==> config.mk <==
export PLATFORM = sky130hd
export DESIGN_NAME = almm_ctrl
export DESIGN_NICKNAME = d
export VERILOG_FILES = /design/src/hdl/almm_pkg.sv /design/src/hdl/almm_ctrl.sv
export SDC_FILE = /design/constraint.sdc
export NUM_CORES = 1
export LEC_CHECK = 0
export ABC_AREA = 0
export BUFFER_PORTS_ARGS = -buffer_cell sky130_fd_sc_hd__buf_2
export CORE_MARGIN = 10
export CORE_UTILIZATION = 55
export DETAILED_ROUTE_END_ITERATION = 12
export PLACE_DENSITY = 0.84
export SETUP_SLACK_MARGIN = 0.1
export SYNTH_ARGS = -nofsm -noshare
export SYNTH_HDL_FRONTEND = slang
export SYNTH_SLANG_ARGS = --single-unit
==> constraint.sdc <==
create_clock -name clk -period 2.4 [get_ports clk]
set_input_delay 0.24 -clock clk [delete_from_list [all_inputs] [get_ports clk]]
set_output_delay 0.24 -clock clk [all_outputs]
set_load 0.01 [all_outputs]
==> src/hdl/almm_pkg.sv <==
// Shared constants, codes and controller/datapath interface types for the multimap engine.
package almm_pkg;

	// Store geometry; null link is encoded as CAPACITY
	localparam int CAPACITY = 64;
	localparam int ADDR_W   = $clog2(CAPACITY);
	localparam int LINK_W   = $clog2(CAPACITY + 1);
	localparam int CNT_W    = 7;
	localparam int DATA_W   = 32;

	localparam logic [LINK_W-1:0] NIL = LINK_W'(CAPACITY);

	typedef enum logic [1:0] {
		CMD_ADD    = 2'd0,
		CMD_REMOVE = 2'd1,
		CMD_SEARCH = 2'd2,
		CMD_MIN    = 2'd3
	} cmd_t;

	typedef enum logic [1:0] {
		ST_OK   = 2'd0,
		ST_MISS = 2'd1,
		ST_FULL = 2'd2
	} status_t;

	// Which datapath register feeds the result fields
	typedef enum logic [1:0] {
		SRC_NONE = 2'd0,
		SRC_PEND = 2'd1,
		SRC_BEST = 2'd2
	} src_t;

	// Controller to datapath commands
	typedef struct packed {
		logic    load;
		logic    rd_free;
		logic    rd_head;
		logic    walk_adv;
		logic    add_wr;
		logic    unlink_a;
		logic    unlink_b;
		logic    emit;
		src_t    emit_src;
		status_t emit_status;
		logic    emit_last;
	} dp_ctrl_t;

	// Datapath to controller status
	typedef struct packed {
		cmd_t cmd;
		logic full;
		logic list_nil;
		logic cnt_zero;
		logic key_hit;
		logic pair_hit;
		logic walk_end;
		logic pend_valid;
		logic out_free;
	} dp_stat_t;

endpackage

==> src/hdl/almm_ctrl.sv <==
// Controller: command sequencing state machine for add, remove, search and minimum.
module almm_ctrl (
	input  logic               clk,
	input  logic               arst_n,
	input  logic               in_valid,
	output logic               in_ready,
	input  almm_pkg::dp_stat_t stat,
	output almm_pkg::dp_ctrl_t ctl
);
	import almm_pkg::*;

	typedef enum logic [2:0] {
		S_IDLE,
		S_START,
		S_ADD_WR,
		S_WALK,
		S_UNLINK,
		S_RESULT
	} state_t;

	state_t  state_q;
	status_t res_status_q;
	src_t    res_src_q;
	logic    search_stall;
	logic    found_any;

	// Search must flush a held match before taking the next one
	assign search_stall = stat.key_hit && stat.pend_valid && !stat.out_free;
	assign found_any    = stat.pend_valid || stat.key_hit;
	assign in_ready     = (state_q == S_IDLE);

	// Command decode
	always_comb begin
		ctl = '0;
		case (state_q)
			S_IDLE: begin
				ctl.load = in_valid;
			end
			S_START: begin
				case (stat.cmd)
					CMD_ADD:    ctl.rd_free = !stat.full;
					CMD_MIN:    ctl.rd_head = !(stat.cnt_zero || stat.list_nil);
					default:    ctl.rd_head = !stat.list_nil;
				endcase
			end
			S_ADD_WR: begin
				ctl.add_wr = 1'b1;
			end
			S_WALK: begin
				case (stat.cmd)
					CMD_REMOVE: begin
						ctl.unlink_a = stat.pair_hit;
						ctl.walk_adv = !stat.pair_hit;
					end
					CMD_SEARCH: begin
						ctl.walk_adv = !search_stall;
						if (stat.key_hit && stat.pend_valid && stat.out_free) begin
							ctl.emit        = 1'b1;
							ctl.emit_src    = SRC_PEND;
							ctl.emit_status = ST_OK;
						end
					end
					CMD_MIN:    ctl.walk_adv = 1'b1;
					default:    ctl.walk_adv = 1'b0;
				endcase
			end
			S_UNLINK: begin
				ctl.unlink_b = 1'b1;
			end
			S_RESULT: begin
				ctl.emit        = stat.out_free;
				ctl.emit_src    = res_src_q;
				ctl.emit_status = res_status_q;
				ctl.emit_last   = 1'b1;
			end
			default: begin
				ctl = '0;
			end
		endcase
	end

	// State and result selection
	always_ff @(posedge clk or negedge arst_n) begin
		if (!arst_n) begin
			state_q      <= S_IDLE;
			res_status_q <= ST_OK;
			res_src_q    <= SRC_NONE;
		end else begin
			case (state_q)
				S_IDLE: begin
					if (in_valid) begin
						state_q <= S_START;
					end
				end
				S_START: begin
					res_src_q    <= SRC_NONE;
					res_status_q <= ST_MISS;
					case (stat.cmd)
						CMD_ADD: begin
							res_status_q <= ST_FULL;
							state_q      <= stat.full ? S_RESULT : S_ADD_WR;
						end
						CMD_MIN: begin
							state_q <= (stat.cnt_zero || stat.list_nil) ? S_RESULT : S_WALK;
						end
						default: begin
							state_q <= stat.list_nil ? S_RESULT : S_WALK;
						end
					endcase
				end
				S_ADD_WR: begin
					res_status_q <= ST_OK;
					res_src_q    <= SRC_NONE;
					state_q      <= S_RESULT;
				end
				S_WALK: begin
					case (stat.cmd)
						CMD_REMOVE: begin
							if (stat.pair_hit) begin
								state_q <= S_UNLINK;
							end else if (stat.walk_end) begin
								res_status_q <= ST_MISS;
								res_src_q    <= SRC_NONE;
								state_q      <= S_RESULT;
							end
						end
						CMD_SEARCH: begin
							if (!search_stall && stat.walk_end) begin
								res_status_q <= found_any ? ST_OK : ST_MISS;
								res_src_q    <= found_any ? SRC_PEND : SRC_NONE;
								state_q      <= S_RESULT;
							end
						end
						CMD_MIN: begin
							if (stat.walk_end) begin
								res_status_q <= ST_OK;
								res_src_q    <= SRC_BEST;
								state_q      <= S_RESULT;
							end
						end
						default: begin
							state_q <= S_IDLE;
						end
					endcase
				end
				S_UNLINK: begin
					res_status_q <= ST_OK;
					res_src_q    <= SRC_NONE;
					state_q      <= S_RESULT;
				end
				S_RESULT: begin
					if (stat.out_free) begin
						state_q <= S_IDLE;
					end
				end
				default: begin
					state_q <= S_IDLE;
				end
			endcase
		end
	end

endmodule

* Word level (Yosys, flattened, before mapping) *
Index checks and enable logic that the tools add are counted.

word-level totals
  register bits after elaboration = 7
  output and inout bits = 14

operators by class
  eq/ne operators = 15
  mux-type cells = 39
  reductions and logical operators = 21

operators by type and width
  cell                  count
  $mux W3               8
  $mux W2               9
  $pmux W2 S3           3
  $pmux W3 S5           1
  $ne A3 B3 Y1 const B  4
  $reduce_and A6 Y1     2
  $mux W1               10
  $mux W5               2
  $pmux W5 S2           1
  $pmux W3 S3           1
  $eq A3 B2 Y1 const B  2
  $eq A3 B3 Y1 const B  2
  $logic_not A1 Y1      6
  $pmux W3 S2           1
  $eq A2 B2 Y1 const B  2
  $logic_and A1 B1 Y1   4
  $ne A2 B2 Y1 const B  2
  $ne A4 B2 Y1 const B  1
  $pmux W2 S2           1
  $eq A3 B1 Y1 const B  1
  $logic_not A3 Y1      1
  $pmux W1 S3           1
  $reduce_and A3 Y1     1
  $reduce_bool A3 Y1    1
  other kinds (7)       8

* Longest topological paths before layout *
  depth after elaboration = 7
  gate-level depth with buffers = 7
  depth with buffers taken out = 6

* Worst setup path before layout *
OpenSTA, ideal clock, no wires.

  path kind = input-to-reg
  from = in stat[8] (netlist bit)
  to = reg res_src_q[1]
  library setup time = 0.134 ns
  data arrival time = 1.420 ns
  data required time = 2.266 ns
  setup slack = 0.846 ns
  stages = 7
  cell sequence = inv_1 ha_1 buf_2 and4b_1 or3_1 o22ai_1 o211ai_1

between the ends
  cells in the longest elaborated chain, start to end = 3

ends and longest elaborated chain
  element                                                  line              RTL
  start, declared                                          almm_ctrl.sv:7    input almm_pkg::dp_stat_t stat,
  $eq A2 B2 Y1 / $eq A2 B1 Y1 (equally long branches)      almm_ctrl.sv:117  case (stat.cmd)
  $pmux W2 S3, or another cell as far along                almm_ctrl.sv:117
  $pmux W2 S2 / $reduce_and A6 Y1 (equally long branches)  --
  end signal, assigned                                     almm_ctrl.sv:130  res_src_q <= found_any ? SRC_PEND : SRC_NONE;
  end, declared                                            almm_ctrl.sv:23   src_t res_src_q;

Several ways; a longest one is shown, not always the timed one.
A chain may end at the register's enable or synchronous reset.

==> metrics.yaml <==
syn2layout_area_growth_pct: 17.47
synth_area_um2: 909.6
wl_met2_um: 1314
r2r-start: "state_q[1]"
remaining_drc_errors: 0
worstSkewPairLatency_ns: 0.25
layout_common_cells: "buf_2, nand2_1, ha_1"
hold_depth: 2
fp-row-count: 14
fin_util_pct: 69.32
min_to: "state_q[0]"
synthCells: 116
nets: 164
grt_max_degree: 22
vias: 1063
wirelength_met1_um: 1099
clock_path_buffers: 2
wl_per_cell_um: 17.77
die_x_um: 60.67
tns_ns: 0
post_cts_buffers: 0
synth-edff-count: 0
drt_iter0_drc: 65
ys_async_sr_fraction_pct: 100.0
period_share_pct: 82.27
antenna_found_initial: 0
required_ns: 2.16
globalplace.congestion: 0.9742
tritoncts_num_sinks: 7
r2r-end: "state_q[1]"
max_freq_ghz: 0.5065
grt_pass1_vias: 1007
final_common_cell: "buf_2"
yosysWarningCount: 0
period_needed_ns: 1.974
rr_worst_depth: 4
seq_area_frac_synth_pct: 19.26
ys.flop_type: "dfrtp_1"
dp.final_hpwl_um: 2205
wl_met3_um: 333
cts_htree_levels: 1
slew_viol_final: 0
port_buffers: 26
drv_cap: 0
power_uw: 818.7
powerDensity_nw_per_um2: 766.2
p_leak_uw: 0.0005155
fillers: 132
synth_area_per_cell_um2: 7.842
critPathKind: "reg -> out"
die_h_um: 60.67
tritoncts: "done"
hp-class: "in -> reg"
ys_seq_elements: 7
routed_wl_um: 2808
dr.pass1.iters: 4
vias_per_cell: 6.728
fp.coreArea_um2: 1541
crit_path_end_kind: "output port"
clk_pin_slew_ns: 0.05
outcome: "completed"
dieArea_um2: 3680
antenna_cells: 0
drt.antenna.violating_nets: 0
grt.overflow.total: 0
cts-buffers-inserted: 3
relSlewSlack_pct: 60.79
drive_gt1_share_pct: 23.24
fin_skew_ns: 0.004369
worstPathArrival_ns: 1.73
grt_util_all_layers_pct: 15.27
cts-resized-gates: 0
tightest_slew_ns: 0.5733
io_pins: 27
yosys.cell_types.count: 45
rrSetupSlack_ns: 0.59
crit_fanout: 10
hold_viol_final: 0
cp-start-kind: "flop"
irDropWorstVdd_v: 0.0006075
grt_pass1_wl_um: 4540
root_buffer: "clkbuf_4"
start_util_pct: 59.01
rsz0062_at_grt: "false"
maxUsedRoutingLayer: "met4"
syn_nets: 137
finalSetupViolCount: 0
min_from: "stat[0]"
[Yosys cell counts (all sizes together), types with 3 or more instances]
master | count | area (um2)
nor2b | 4 | 25.02
a21oi | 5 | 25.02
nand2b | 4 | 25.02
nor4 | 3 | 18.77
and3 | 4 | 25.02
o211ai | 6 | 45.04
nand2 | 10 | 37.54
o21ai | 4 | 20.02
inv | 6 | 22.52
ha | 8 | 100.1
buf | 4 | 26.27
dfrtp | 7 | 175.2
nor3 | 3 | 15.01
nand4b | 3 | 26.28
o22ai | 3 | 18.77
nor2 | 6 | 22.52
[metal layers]
| layer | vias to the layer above | track usage [%] |
|---|---|---|
| met1 | 480 | 18.51 |
| li1 | 499 | - |
| met3 | 9 | 5.010 |
| met4 | 0 | 4.702 |
| met5 | - | 0 |
| met2 | 75 | 24.89 |
[area by class of cell]
class	instances	area, um2	area share [%]
multi-input cells	97	676.9	63.35
repair buffers	28	147.6	13.82
clock buffers	4	26.28	2.459
well taps	16	20.02	1.874
inverters	6	22.52	2.108
flip-flops and latches	7	175.2	16.39
[state kept, by name (all words and copies together), names as in the netlist]
name and count:
res_src_q 2, res_status_q 2, state_q 3
[power breakdown]
| group | switching [uW] | internal [uW] |
|---|---|---|
| Clock | 42.1 | 63.4 |
| Sequential | 92.0 | 156 |
| Combinational | 253 | 212 |
| Total | 387 | 432 |
[worst max-delay path, cell delays in order (launching register included)]
cell	delay, ns
dfrtp_1	0.52
buf_4	0.22
and2b_1	0.24
nand2_1	0.12
inv_1	0.12
o2bb2ai_1	0.11
buf_2	0.15
[through the flow]
stage                     instances  area, um2  setup slack (ns)  hold WS [ns]
after global placement          153       1032            0.5877       0.07783
after CTS                       158       1069            0.4430        0.3132
final                           158       1069            0.4256        0.3180
after global routing            158       1069            0.3214        0.3310
after detailed placement        153       1032            0.5108       0.08218
after floorplan                 116      909.6            0.8465      -0.05559
[kinds of logic (layout without fill, tap and decap cells)]
logic type	count (synthesis)	in the layout	synth area share (%)
simple gates	56	56	37.28
flops	7	7	19.26
buf+inv	12	38	6.326
compound gates	33	33	26.14
fa+ha+maj	8	8	11.00
[worst max-delay path by stage]
stage | from | endpoint | slack [ns] | cells after the start
floorplan | stat[8] | res_src_q[1] | 0.85 | 7
global placement | stat[8] | res_src_q[1] | 0.59 | 7
detailed placement | stat[8] | res_src_q[1] | 0.51 | 7
CTS | state_q[0] | ctl[3] | 0.44 | 6
global route | state_q[0] | ctl[3] | 0.32 | 6
finish | state_q[0] | ctl[3] | 0.43 | 6
[repair_timing]
action | in CTS | in global routing
hold endpoints to repair | 7 | 0
endpoints found under the setup margin | 0 | 0
hold buffers | 1 | 0
No activity file was read; power rests on OpenSTA's default activity.
