## src/hdl/almm_pkg.sv

```systemverilog
// Shared constants, codes and controller/datapath interface types for the multimap engine.
package almm_pkg;

	// Store geometry; null link is encoded as CAPACITY
	localparam int CAPACITY = 64;
	localparam int ADDR_W   = $clog2(CAPACITY);
	localparam int LINK_W   = $clog2(CAPACITY + 1);
	localparam int CNT_W    = 7;
	localparam int DATA_W   = 32;

	localparam logic [LINK_W-1:0] NIL = LINK_W'(CAPACITY);

	typedef enum logic [1:0] {
		CMD_ADD    = 2'd0,
		CMD_REMOVE = 2'd1,
		CMD_SEARCH = 2'd2,
		CMD_MIN    = 2'd3
	} cmd_t;

	typedef enum logic [1:0] {
		ST_OK   = 2'd0,
		ST_MISS = 2'd1,
		ST_FULL = 2'd2
	} status_t;

	// Which datapath register feeds the result fields
	typedef enum logic [1:0] {
		SRC_NONE = 2'd0,
		SRC_PEND = 2'd1,
		SRC_BEST = 2'd2
	} src_t;

	// Controller to datapath commands
	typedef struct packed {
		logic    load;
		logic    rd_free;
		logic    rd_head;
		logic    walk_adv;
		logic    add_wr;
		logic    unlink_a;
		logic    unlink_b;
		logic    emit;
		src_t    emit_src;
		status_t emit_status;
		logic    emit_last;
	} dp_ctrl_t;

	// Datapath to controller status
	typedef struct packed {
		cmd_t cmd;
		logic full;
		logic list_nil;
		logic cnt_zero;
		logic key_hit;
		logic pair_hit;
		logic walk_end;
		logic pend_valid;
		logic out_free;
	} dp_stat_t;

endpackage

```

## src/hdl/almm_ram.sv

```systemverilog
// Generic single-write, single-read RAM with registered read data.
module almm_ram #(
	parameter int WIDTH = 32,
	parameter int DEPTH = 64
) (
	input  logic                     clk,
	input  logic                     we,
	input  logic [$clog2(DEPTH)-1:0] waddr,
	input  logic [WIDTH-1:0]         wdata,
	input  logic                     re,
	input  logic [$clog2(DEPTH)-1:0] raddr,
	output logic [WIDTH-1:0]         rdata
);

	logic [WIDTH-1:0] mem [DEPTH];

	always_ff @(posedge clk) begin
		if (we) begin
			mem[waddr] <= wdata;
		end
		if (re) begin
			rdata <= mem[raddr];
		end
	end

endmodule

```

## src/hdl/almm_dp.sv

```systemverilog
// Datapath: key/value/link stores, list and free-chain heads, walk registers, result register.
module almm_dp (
	input  logic                     clk,
	input  logic                     arst_n,
	input  almm_pkg::dp_ctrl_t       ctl,
	output almm_pkg::dp_stat_t       stat,
	input  logic [1:0]               in_cmd,
	input  logic [31:0]              in_key,
	input  logic [31:0]              in_value,
	output logic                     out_valid,
	input  logic                     out_ready,
	output logic [1:0]               out_status,
	output logic [31:0]              out_found,
	output logic [31:0]              out_smallest,
	output logic                     out_last,
	output logic [6:0]               out_count,
	output logic                     out_empty
);
	import almm_pkg::*;

	cmd_t               cmd_q;
	logic [DATA_W-1:0]  key_q, val_q;
	logic [LINK_W-1:0]  list_head_q, free_head_q, cur_q, prev_q;
	logic [CNT_W-1:0]   count_q;
	logic [ADDR_W-1:0]  steps_q;
	logic [DATA_W-1:0]  best_q, pend_q;
	logic               pend_valid_q;
	logic [CAPACITY-1:0] link_ok_q;
	logic [ADDR_W-1:0]  rd_addr_q;
	logic               out_valid_q;

	logic               re;
	logic [ADDR_W-1:0]  raddr;
	logic [DATA_W-1:0]  key_rdata, val_rdata;
	logic [LINK_W-1:0]  link_ram_q, link_rd, link_wdata;
	logic               link_we;
	logic [ADDR_W-1:0]  link_waddr;
	logic               out_free;

	// Stores
	almm_ram #(.WIDTH(DATA_W), .DEPTH(CAPACITY)) u_key_ram (
		.clk(clk), .we(ctl.add_wr), .waddr(free_head_q[ADDR_W-1:0]), .wdata(key_q),
		.re(re), .raddr(raddr), .rdata(key_rdata)
	);
	almm_ram #(.WIDTH(DATA_W), .DEPTH(CAPACITY)) u_val_ram (
		.clk(clk), .we(ctl.add_wr), .waddr(free_head_q[ADDR_W-1:0]), .wdata(val_q),
		.re(re), .raddr(raddr), .rdata(val_rdata)
	);
	almm_ram #(.WIDTH(LINK_W), .DEPTH(CAPACITY)) u_link_ram (
		.clk(clk), .we(link_we), .waddr(link_waddr), .wdata(link_wdata),
		.re(re), .raddr(raddr), .rdata(link_ram_q)
	);

	// Never-written link entries read as their reset free-chain successor
	assign link_rd = link_ok_q[rd_addr_q] ? link_ram_q
		: LINK_W'(rd_addr_q) + LINK_W'(1);

	// Read address: free head for add, list head to start a walk, next link while walking
	always_comb begin
		re    = ctl.rd_free | ctl.rd_head | ctl.walk_adv;
		raddr = link_rd[ADDR_W-1:0];
		if (ctl.rd_free) begin
			raddr = free_head_q[ADDR_W-1:0];
		end else if (ctl.rd_head) begin
			raddr = list_head_q[ADDR_W-1:0];
		end
	end

	// Link store writes: add links new slot to old head, remove splices then frees
	always_comb begin
		link_we    = 1'b0;
		link_waddr = free_head_q[ADDR_W-1:0];
		link_wdata = list_head_q;
		if (ctl.add_wr) begin
			link_we = 1'b1;
		end else if (ctl.unlink_a && (prev_q < NIL)) begin
			link_we    = 1'b1;
			link_waddr = prev_q[ADDR_W-1:0];
			link_wdata = link_rd;
		end else if (ctl.unlink_b) begin
			link_we    = 1'b1;
			link_waddr = cur_q[ADDR_W-1:0];
			link_wdata = free_head_q;
		end
	end

	assign out_free = !out_valid_q || out_ready;

	// Status to controller
	always_comb begin
		stat.cmd        = cmd_q;
		stat.full       = (count_q >= CNT_W'(CAPACITY)) || (free_head_q >= NIL);
		stat.list_nil   = (list_head_q >= NIL);
		stat.cnt_zero   = (count_q == '0);
		stat.key_hit    = (key_rdata == key_q);
		stat.pair_hit   = (key_rdata == key_q) && (val_rdata == val_q);
		stat.walk_end   = (link_rd >= NIL) || (steps_q == ADDR_W'(CAPACITY - 1));
		stat.pend_valid = pend_valid_q;
		stat.out_free   = out_free;
	end

	// Control state
	always_ff @(posedge clk or negedge arst_n) begin
		if (!arst_n) begin
			list_head_q  <= NIL;
			free_head_q  <= '0;
			count_q      <= '0;
			pend_valid_q <= 1'b0;
			link_ok_q    <= '0;
			out_valid_q  <= 1'b0;
		end else begin
			if (ctl.add_wr) begin
				list_head_q <= free_head_q;
				free_head_q <= link_rd;
				count_q     <= count_q + CNT_W'(1);
			end
			if (ctl.unlink_a && (prev_q >= NIL)) begin
				list_head_q <= link_rd;
			end
			if (ctl.unlink_b) begin
				free_head_q <= cur_q;
				if (count_q != '0) begin
					count_q <= count_q - CNT_W'(1);
				end
			end
			if (link_we) begin
				link_ok_q[link_waddr] <= 1'b1;
			end
			if (ctl.rd_head) begin
				pend_valid_q <= 1'b0;
			end else if (ctl.walk_adv && (cmd_q == CMD_SEARCH) && stat.key_hit) begin
				pend_valid_q <= 1'b1;
			end
			if (ctl.emit) begin
				out_valid_q <= 1'b1;
			end else if (out_ready) begin
				out_valid_q <= 1'b0;
			end
		end
	end

	// Payload and walk registers
	always_ff @(posedge clk) begin
		if (ctl.load) begin
			cmd_q <= cmd_t'(in_cmd);
			key_q <= in_key;
			val_q <= in_value;
		end
		if (re) begin
			rd_addr_q <= raddr;
		end
		if (ctl.rd_free) begin
			cur_q <= free_head_q;
		end else if (ctl.rd_head) begin
			cur_q   <= list_head_q;
			prev_q  <= NIL;
			steps_q <= '0;
		end else if (ctl.walk_adv) begin
			cur_q   <= link_rd;
			prev_q  <= cur_q;
			steps_q <= steps_q + ADDR_W'(1);
		end
		if (ctl.walk_adv && (cmd_q == CMD_SEARCH) && stat.key_hit) begin
			pend_q <= val_rdata;
		end
		if (ctl.walk_adv && (cmd_q == CMD_MIN)
				&& ((steps_q == '0) || ($signed(key_rdata) < $signed(best_q)))) begin
			best_q <= key_rdata;
		end
		if (ctl.emit) begin
			out_status   <= ctl.emit_status;
			out_found    <= (ctl.emit_src == SRC_PEND) ? pend_q : '0;
			out_smallest <= (ctl.emit_src == SRC_BEST) ? best_q : '0;
			out_last     <= ctl.emit_last;
			out_count    <= count_q;
			out_empty    <= (count_q == '0);
		end
	end

	assign out_valid = out_valid_q;

`ifndef NO_ASSERTIONS
	// A result is only loaded when the output register is free or draining
	a_emit_free: assert property (@(posedge clk) disable iff (!arst_n)
		ctl.emit |-> (!out_valid_q || out_ready))
		else $error("result loaded over an untaken result");

	// Free chain is exhausted exactly when the table is full
	a_free_full: assert property (@(posedge clk) disable iff (!arst_n)
		(free_head_q == NIL) == (count_q == CNT_W'(CAPACITY)))
		else $error("free chain and entry count disagree");

	// An add grows the entry count by one
	a_add_count: assert property (@(posedge clk) disable iff (!arst_n)
		ctl.add_wr |=> (count_q == $past(count_q) + CNT_W'(1)))
		else $error("add did not bump entry count");

	// The link store is never written while a walk step reads it
	a_walk_nowr: assert property (@(posedge clk) disable iff (!arst_n)
		ctl.walk_adv |-> !link_we)
		else $error("link write during walk step");
`endif

endmodule

```

## config.mk

```make
export PLATFORM = sky130hd
export DESIGN_NAME = almm_dp
export DESIGN_NICKNAME = d
export VERILOG_FILES = /design/src/hdl/almm_pkg.sv /design/src/hdl/almm_ram.sv /design/src/hdl/almm_dp.sv
export SDC_FILE = /design/constraint.sdc
export NUM_CORES = 2
export LEC_CHECK = 0
export ABC_CLOCK_PERIOD_IN_PS = 7700
export BUFFER_PORTS_ARGS = -buffer_cell sky130_fd_sc_hd__buf_2
export CORE_MARGIN = 4
export CORE_UTILIZATION = 59
export DETAILED_ROUTE_END_ITERATION = 10
export PLACE_DENSITY = 0.75
export SETUP_SLACK_MARGIN = 0.5
export SLEW_MARGIN = 20
export SYNTH_ARGS = -nofsm -noshare
export SYNTH_HDL_FRONTEND = slang
export SYNTH_MEMORY_MAX_BITS = 65536
export SYNTH_SLANG_ARGS = --single-unit
```

## constraint.sdc

```tcl
create_clock -name clk -period 7.7 [get_ports clk]
set_input_delay 1.54 -clock clk [delete_from_list [all_inputs] [get_ports clk]]
set_output_delay 1.54 -clock clk [all_outputs]
set_load 0.05 [all_outputs]
```

* Yosys cells after proc, flatten, opt, wreduce, memory -nomap -nowiden *
Memory sizes are Yosys's and may differ from the RTL's. A register that Yosys moved wholly into a read port is not among the register bits.
Index checks and enable logic that the tools add are counted.

storage, ports and cells
  register bits = 318
  bits in latches = 0
  memory bits (writable) = 4544
  ROM bits = 0
  bits of input ports = 82
  output and inout port bits = 86
  memories kept = 3

memories
  memory          depth  bits a word  read ports  clocked after Yosys merged registers in  write ports  line            RTL
  u_key_ram.mem   64     32           1           1                                        1            almm_ram.sv:15  logic [WIDTH-1:0] mem [DEPTH];
  u_val_ram.mem   64     32           1           1                                        1            almm_ram.sv:15
  u_link_ram.mem  64     7            1           1                                        1            almm_ram.sv:15

operators by class
  add/sub/neg operators = 4
  multiply operators = 0
  div/mod/pow operators = 0
  magnitude comparators = 10
  equal/unequal tests = 7
  shifts and indexed selects = 0
  muxes and demuxes = 36
  bitwise gates (word level) = 4
  reductions and logical operators = 23

operators by type and width
  operator             number
  $mux 7               15
  $eq 32x32->1         2
  $or 64x64->64        1
  $mux 6               6
  $ge 7x7->1 const B   5
  $lt 32x32->1         1
  $lt 6x7->1 const B   2
  $mux 1               13
  $reduce_bool 2->1    5
  $logic_and 1x1->1    8
  $add 6x1->7 const B  1
  $add 7x1->7 const B  1
  $logic_not 7->1      1
  $lt 7x7->1 const B   1
  $reduce_bool 7->1    1
  $sub 7x1->7 const B  1
  $add 6x1->6 const B  1
  $bmux 1 s6           1
  $demux 1 s6          1
  $eq 2x2->1 const B   3
  $eq 6x6->1 const B   1
  $ge 6x1->1 const B   1
  $logic_not 6->1      1
  $logic_or 1x1->1     4
  6 further kinds      7

* Logic depth before layout (Yosys ltp) *
  word-level depth = 9
  mapped depth = 19

* Hierarchy *
Synthesis repeated with hierarchy kept, for this count alone.

unflattened totals
  cell total of the unflattened synthesis = 8448
  area, all modules = 189088.9 µm²

modules (own cells, without submodules)
  module                    instances  cells an instance  area each (µm²)  seq. area each (µm²)
  almm_ram (u_key_ram ...)  2          3324               78835.6          62459.9
  almm_ram (u_link_ram)     1          827                17705.7          13663.1
  almm_dp                   1          973                13711.9          9115.0

* Least setup slack after synthesis *
No wires, ideal clock.

  kind = in2reg
  start point = input port ctl[8] (netlist name)
  end point = memory u_key_ram.mem[56][0] (enable)
  setup time = 0.565 ns
  data arrival time = 6.851 ns
  required time = 7.135 ns
  slack = 0.285 ns
  stages = 5
  path buffers = 2
  cell sequence = clkbuf_1 > buf_1 > and4_1 > nand2b_1 > nor3_1

on the way
  cells in the longest elaborated chain, start to end = 2

RTL lines
  element                       line            RTL
  start, declared               almm_dp.sv:5    input almm_pkg::dp_ctrl_t ctl,
  $mux 1                        almm_ram.sv:18  if (we) begin
  $mux 1 (not written as such)  almm_ram.sv:19  mem[waddr] <= wdata;
  end, declared                 almm_ram.sv:15

No other way between the ends.

==> results by group <==
Outcome
  • Status: completed

Cells and area
  • Fraction of layout cells with a size suffix above 1: 18.4%
  • Commonest cells after routing, fill and taps aside: edfxtp_1 (4846), a21oi_1 (1035), nand2_1 (990)
  • Most common cell after layout, fill and taps aside: edfxtp_1
  • Finished Cell Area: roughly 210000 um^2
  • Area growth, synth to finish: 12.1%
  • Nets: approximately 11000

Min path
  • Worst min path class: in -> async

Clock tree
  • CTS Buf Count: about 470
  • Post-cts resize count: 0
  • Clock Sinks: a little under 5000
  • Clock-pin slew on the worst setup and hold paths: about 0.060 ns
  • Clock buffer depth: 4
  • CTS tree: yes
  • # hold bufs at CTS: 0
  • # H-tree levels: 5
  • Setup bufs post-CTS: 0
  • Root buffer cell: clkbuf_16
  • Worst skew pair latency: between 1 and 1.5 ns

Logic synthesis
  • Async SR Flop Fraction: under 10%
  • Top cell type's share of synthesized area: between 70% and 80%
  • Predominant post-synthesis flop cell: edfxtp_1
  • Area leader, netlist: edfxtp_1
  • Synthesized area: 189000 um^2
  • Post-synth cell types: 65
  • Seq cells post-synth: slightly below 5000
  • Syn Area/Cell: ~18 um^2
  • Synth warnings: 0
  • Post-Syn Nets: between 10000 and 15000
  • Post-synth EDFFs: approximately 4800
  • Cells after synthesis: 10267
  • Largest cells by area after synthesis: edfxtp_1 (77%), mux4_2 (8.0%), a21oi_1 (2.8%), nand2_1 (2.0%), a221oi_1 (1.9%)
  • Post-synthesis sequential area ratio: between 70 and 80%

Routing
  • DR iter-0 viols: roughly 20000
  • Vias per cell: roughly 7.2
  • WL/cell: ~37 um
  • Via count: roughly 110k
  • Final ANT Viol Nets: 0
  • DRC: 0
  • Pre-antenna DRT Iters: 6
  • Drt total wl: 558 mm

Worst setup path
  • Max FO, Critical Path: 21
  • Worst Setup EP: stat[2]
  • CP startpoint: rd_addr_q[0]
  • Worst R2R Start: rd_addr_q[0]
  • Register-to-Register Path Depth: 14
  • Nature of the critical path startpoint: flip-flop
  • Critical Path AT: approximately 5.1 ns
  • Worst R2R End: u_key_ram.rdata[26]
  • Data required, critical path: around 6.2 ns
  • Critical path class: reg -> out
  • Reg-to-reg slack, setup: between 1 and 1.5 ns
  • CP Capture Type: output pin

Placement
  • Port-buffer cells: 167
  • Cell Area, Placed: approximately 200000 um^2
  • GPL Wtd Cong: 0.847
  • Hpwl dp: approximately 290 mm

Power and ir drop
  • Net Sw Frac: 38.9%
  • Combinational group share of total power: 43.7%
  • Clk network pwr share: 22.5%
  • Internal Power: around 60 mW
  • Static leakage: just under 70 nW
  • Max VDD drop: a little over 700 uV
  • Sequential share of power: 33.8%
  • Total Power: 97.9 mW
  • Pwr Density: about 460 nW/um^2
  • Switching pwr: about 38 mW

Timing
  • Final setup TNS: 0 ns
  • Worst slew margin: between 10% and 20%
  • Final Setup Violations: 0
  • Final period utilization: 86.4%
  • Endpoints failing hold: 0
  • Actual slew at the worst max-slew pin: ~1.3 ns
  • Max frequency: 150 MHz
  • RSZ-0062 raised after global routing: no
  • Max Transition Viols Final: 0
  • Min Tclk post-route: roughly 6.6 ns
  • Clock Skew: 0.0971 ns

Floorplanning
  • Cell Rows: around 210
  • Initial Util: between 50% and 60%
  • Core area: about 320000 um^2
  • Die ar.: 329000 um^2
  • Die W: around 570 um
  • Die Height: 574 um
  • I/O pin count: ~170

Global routing
  • Vias in the first global route: ~110k
  • All-Layer GR Usage: about a third
  • Initial antenna violation count: 30
  • Pin count of the biggest net entering global routing: 143
  • First-pass GRT wire length: between 700 and 800 mm
  • Gr ovfl total: 0

Job
  • # Max-Cap Violations: 0
-- synth_stat cells, types with 119 or more instances --
| cell type | instances |
|---|---|
| a22oi_1 | 175 |
| clkbuf_1 | 349 |
| nor2_1 | 178 |
| nand3_1 | 120 |
| mux4_2 | 670 |
| a21oi_1 | 1042 |
| a221oi_1 | 411 |
| nand2_1 | 991 |
| buf_2 | 178 |
| buf_1 | 119 |
| a211oi_1 | 336 |
| edfxtp_1 | 4846 |
-- state kept, by name, summed over array words and instances (netlist names), 7 cells and up --
name,count
u_key_ram.mem,2048
u_val_ram.mem,2048
u_link_ram.mem,448
link_ok_q,64
best_q,32
key_q,32
out_found,32
out_smallest,32
pend_q,32
u_key_ram.rdata,32
u_val_ram.rdata,32
val_q,32
count_q,7
cur_q,7
free_head_q,7
list_head_q,7
out_count,7
prev_q,7
u_link_ram.rdata,7
-- per-layer routing --
metal  vias up  track usage [%]  share of wire [%]
li1      42395                -                  -
met1     55240             45.2                 33
met2      9939             49.5                 45
met3      1695             10.6                 16
met4        24             16.7                5.8
met5         -                0              0.034
-- worst max-delay path: stages, from the launching register on --
cell,delay (ns)
edfxtp_1,1.09
buf_4,0.44
mux2i_1,0.12
a22oi_1,0.20
a21oi_1,0.11
a2111oi_0,0.96
nand2_1,0.12
o21ai_0,0.12
a22o_1,0.39
o21bai_1,0.25
buf_2,0.33
-- worst min path at each step --
stage / end / startpoint
3_5_place_dp: link_ok_q[25] / link_ok_q[25]
5_1_grt: out_valid / arst_n
6_report: out_valid / arst_n
2_1_floorplan: link_ok_q[0] / link_ok_q[0]
4_1_cts: out_valid / arst_n
3_3_place_gp: link_ok_q[28] / link_ok_q[28]
-- logic make-up after synthesis --
family	Yosys count	synth area share (%)
XOR/XNOR	76	0.353
AO/OA/AOI/OAI	2070	7.11
adder cells (fa/ha/maj)	37	0.245
multiplexers	765	8.52
flip-flops	4933	78.3
buffers and inverters	710	1.57
AND/OR/NAND/NOR	1676	3.94
-- power by group through the flow --
stage / logic [mW] / registers (mW) / clock network (mW)
6_report: 42.8 / 33.1 / 22.0
5_1_grt: 45.1 / 33.2 / 23.3
4_1_cts: 42.1 / 33.1 / 22.1
3_5_place_dp: 41.7 / 33.6 / 0
3_3_place_gp: 40.5 / 33.5 / 0
2_1_floorplan: 28.1 / 33.3 / 0
-- per-stage QoR --
| stage | hold slack (ns) | utilization, % | setup slack [ns] | cells |
|---|---|---|---|---|
| floorplan | 0.439 | - | 2.00 | 10267 |
| global route | 0.346 | 66.5 | 0.937 | 15172 |
| CTS | 0.326 | 66.4 | 1.22 | 15170 |
| finish | 0.367 | 66.5 | 1.05 | 15187 |
| global placement | 0.451 | 61.9 | 1.45 | 14305 |
| detailed placement | 0.454 | 61.9 | 1.45 | 14311 |
-- final cells by class --
class,count,area (um^2)
inverters,46,195
well taps,4180,5230
clock inverters,260,2140
fillers,19549,107000
repair buffers,529,5130
diodes,16,40.0
clock buffers,599,12300
multi-input cells,4624,38800
flip-flops and latches,4933,148000
Power figures use the tool's default switching activity.
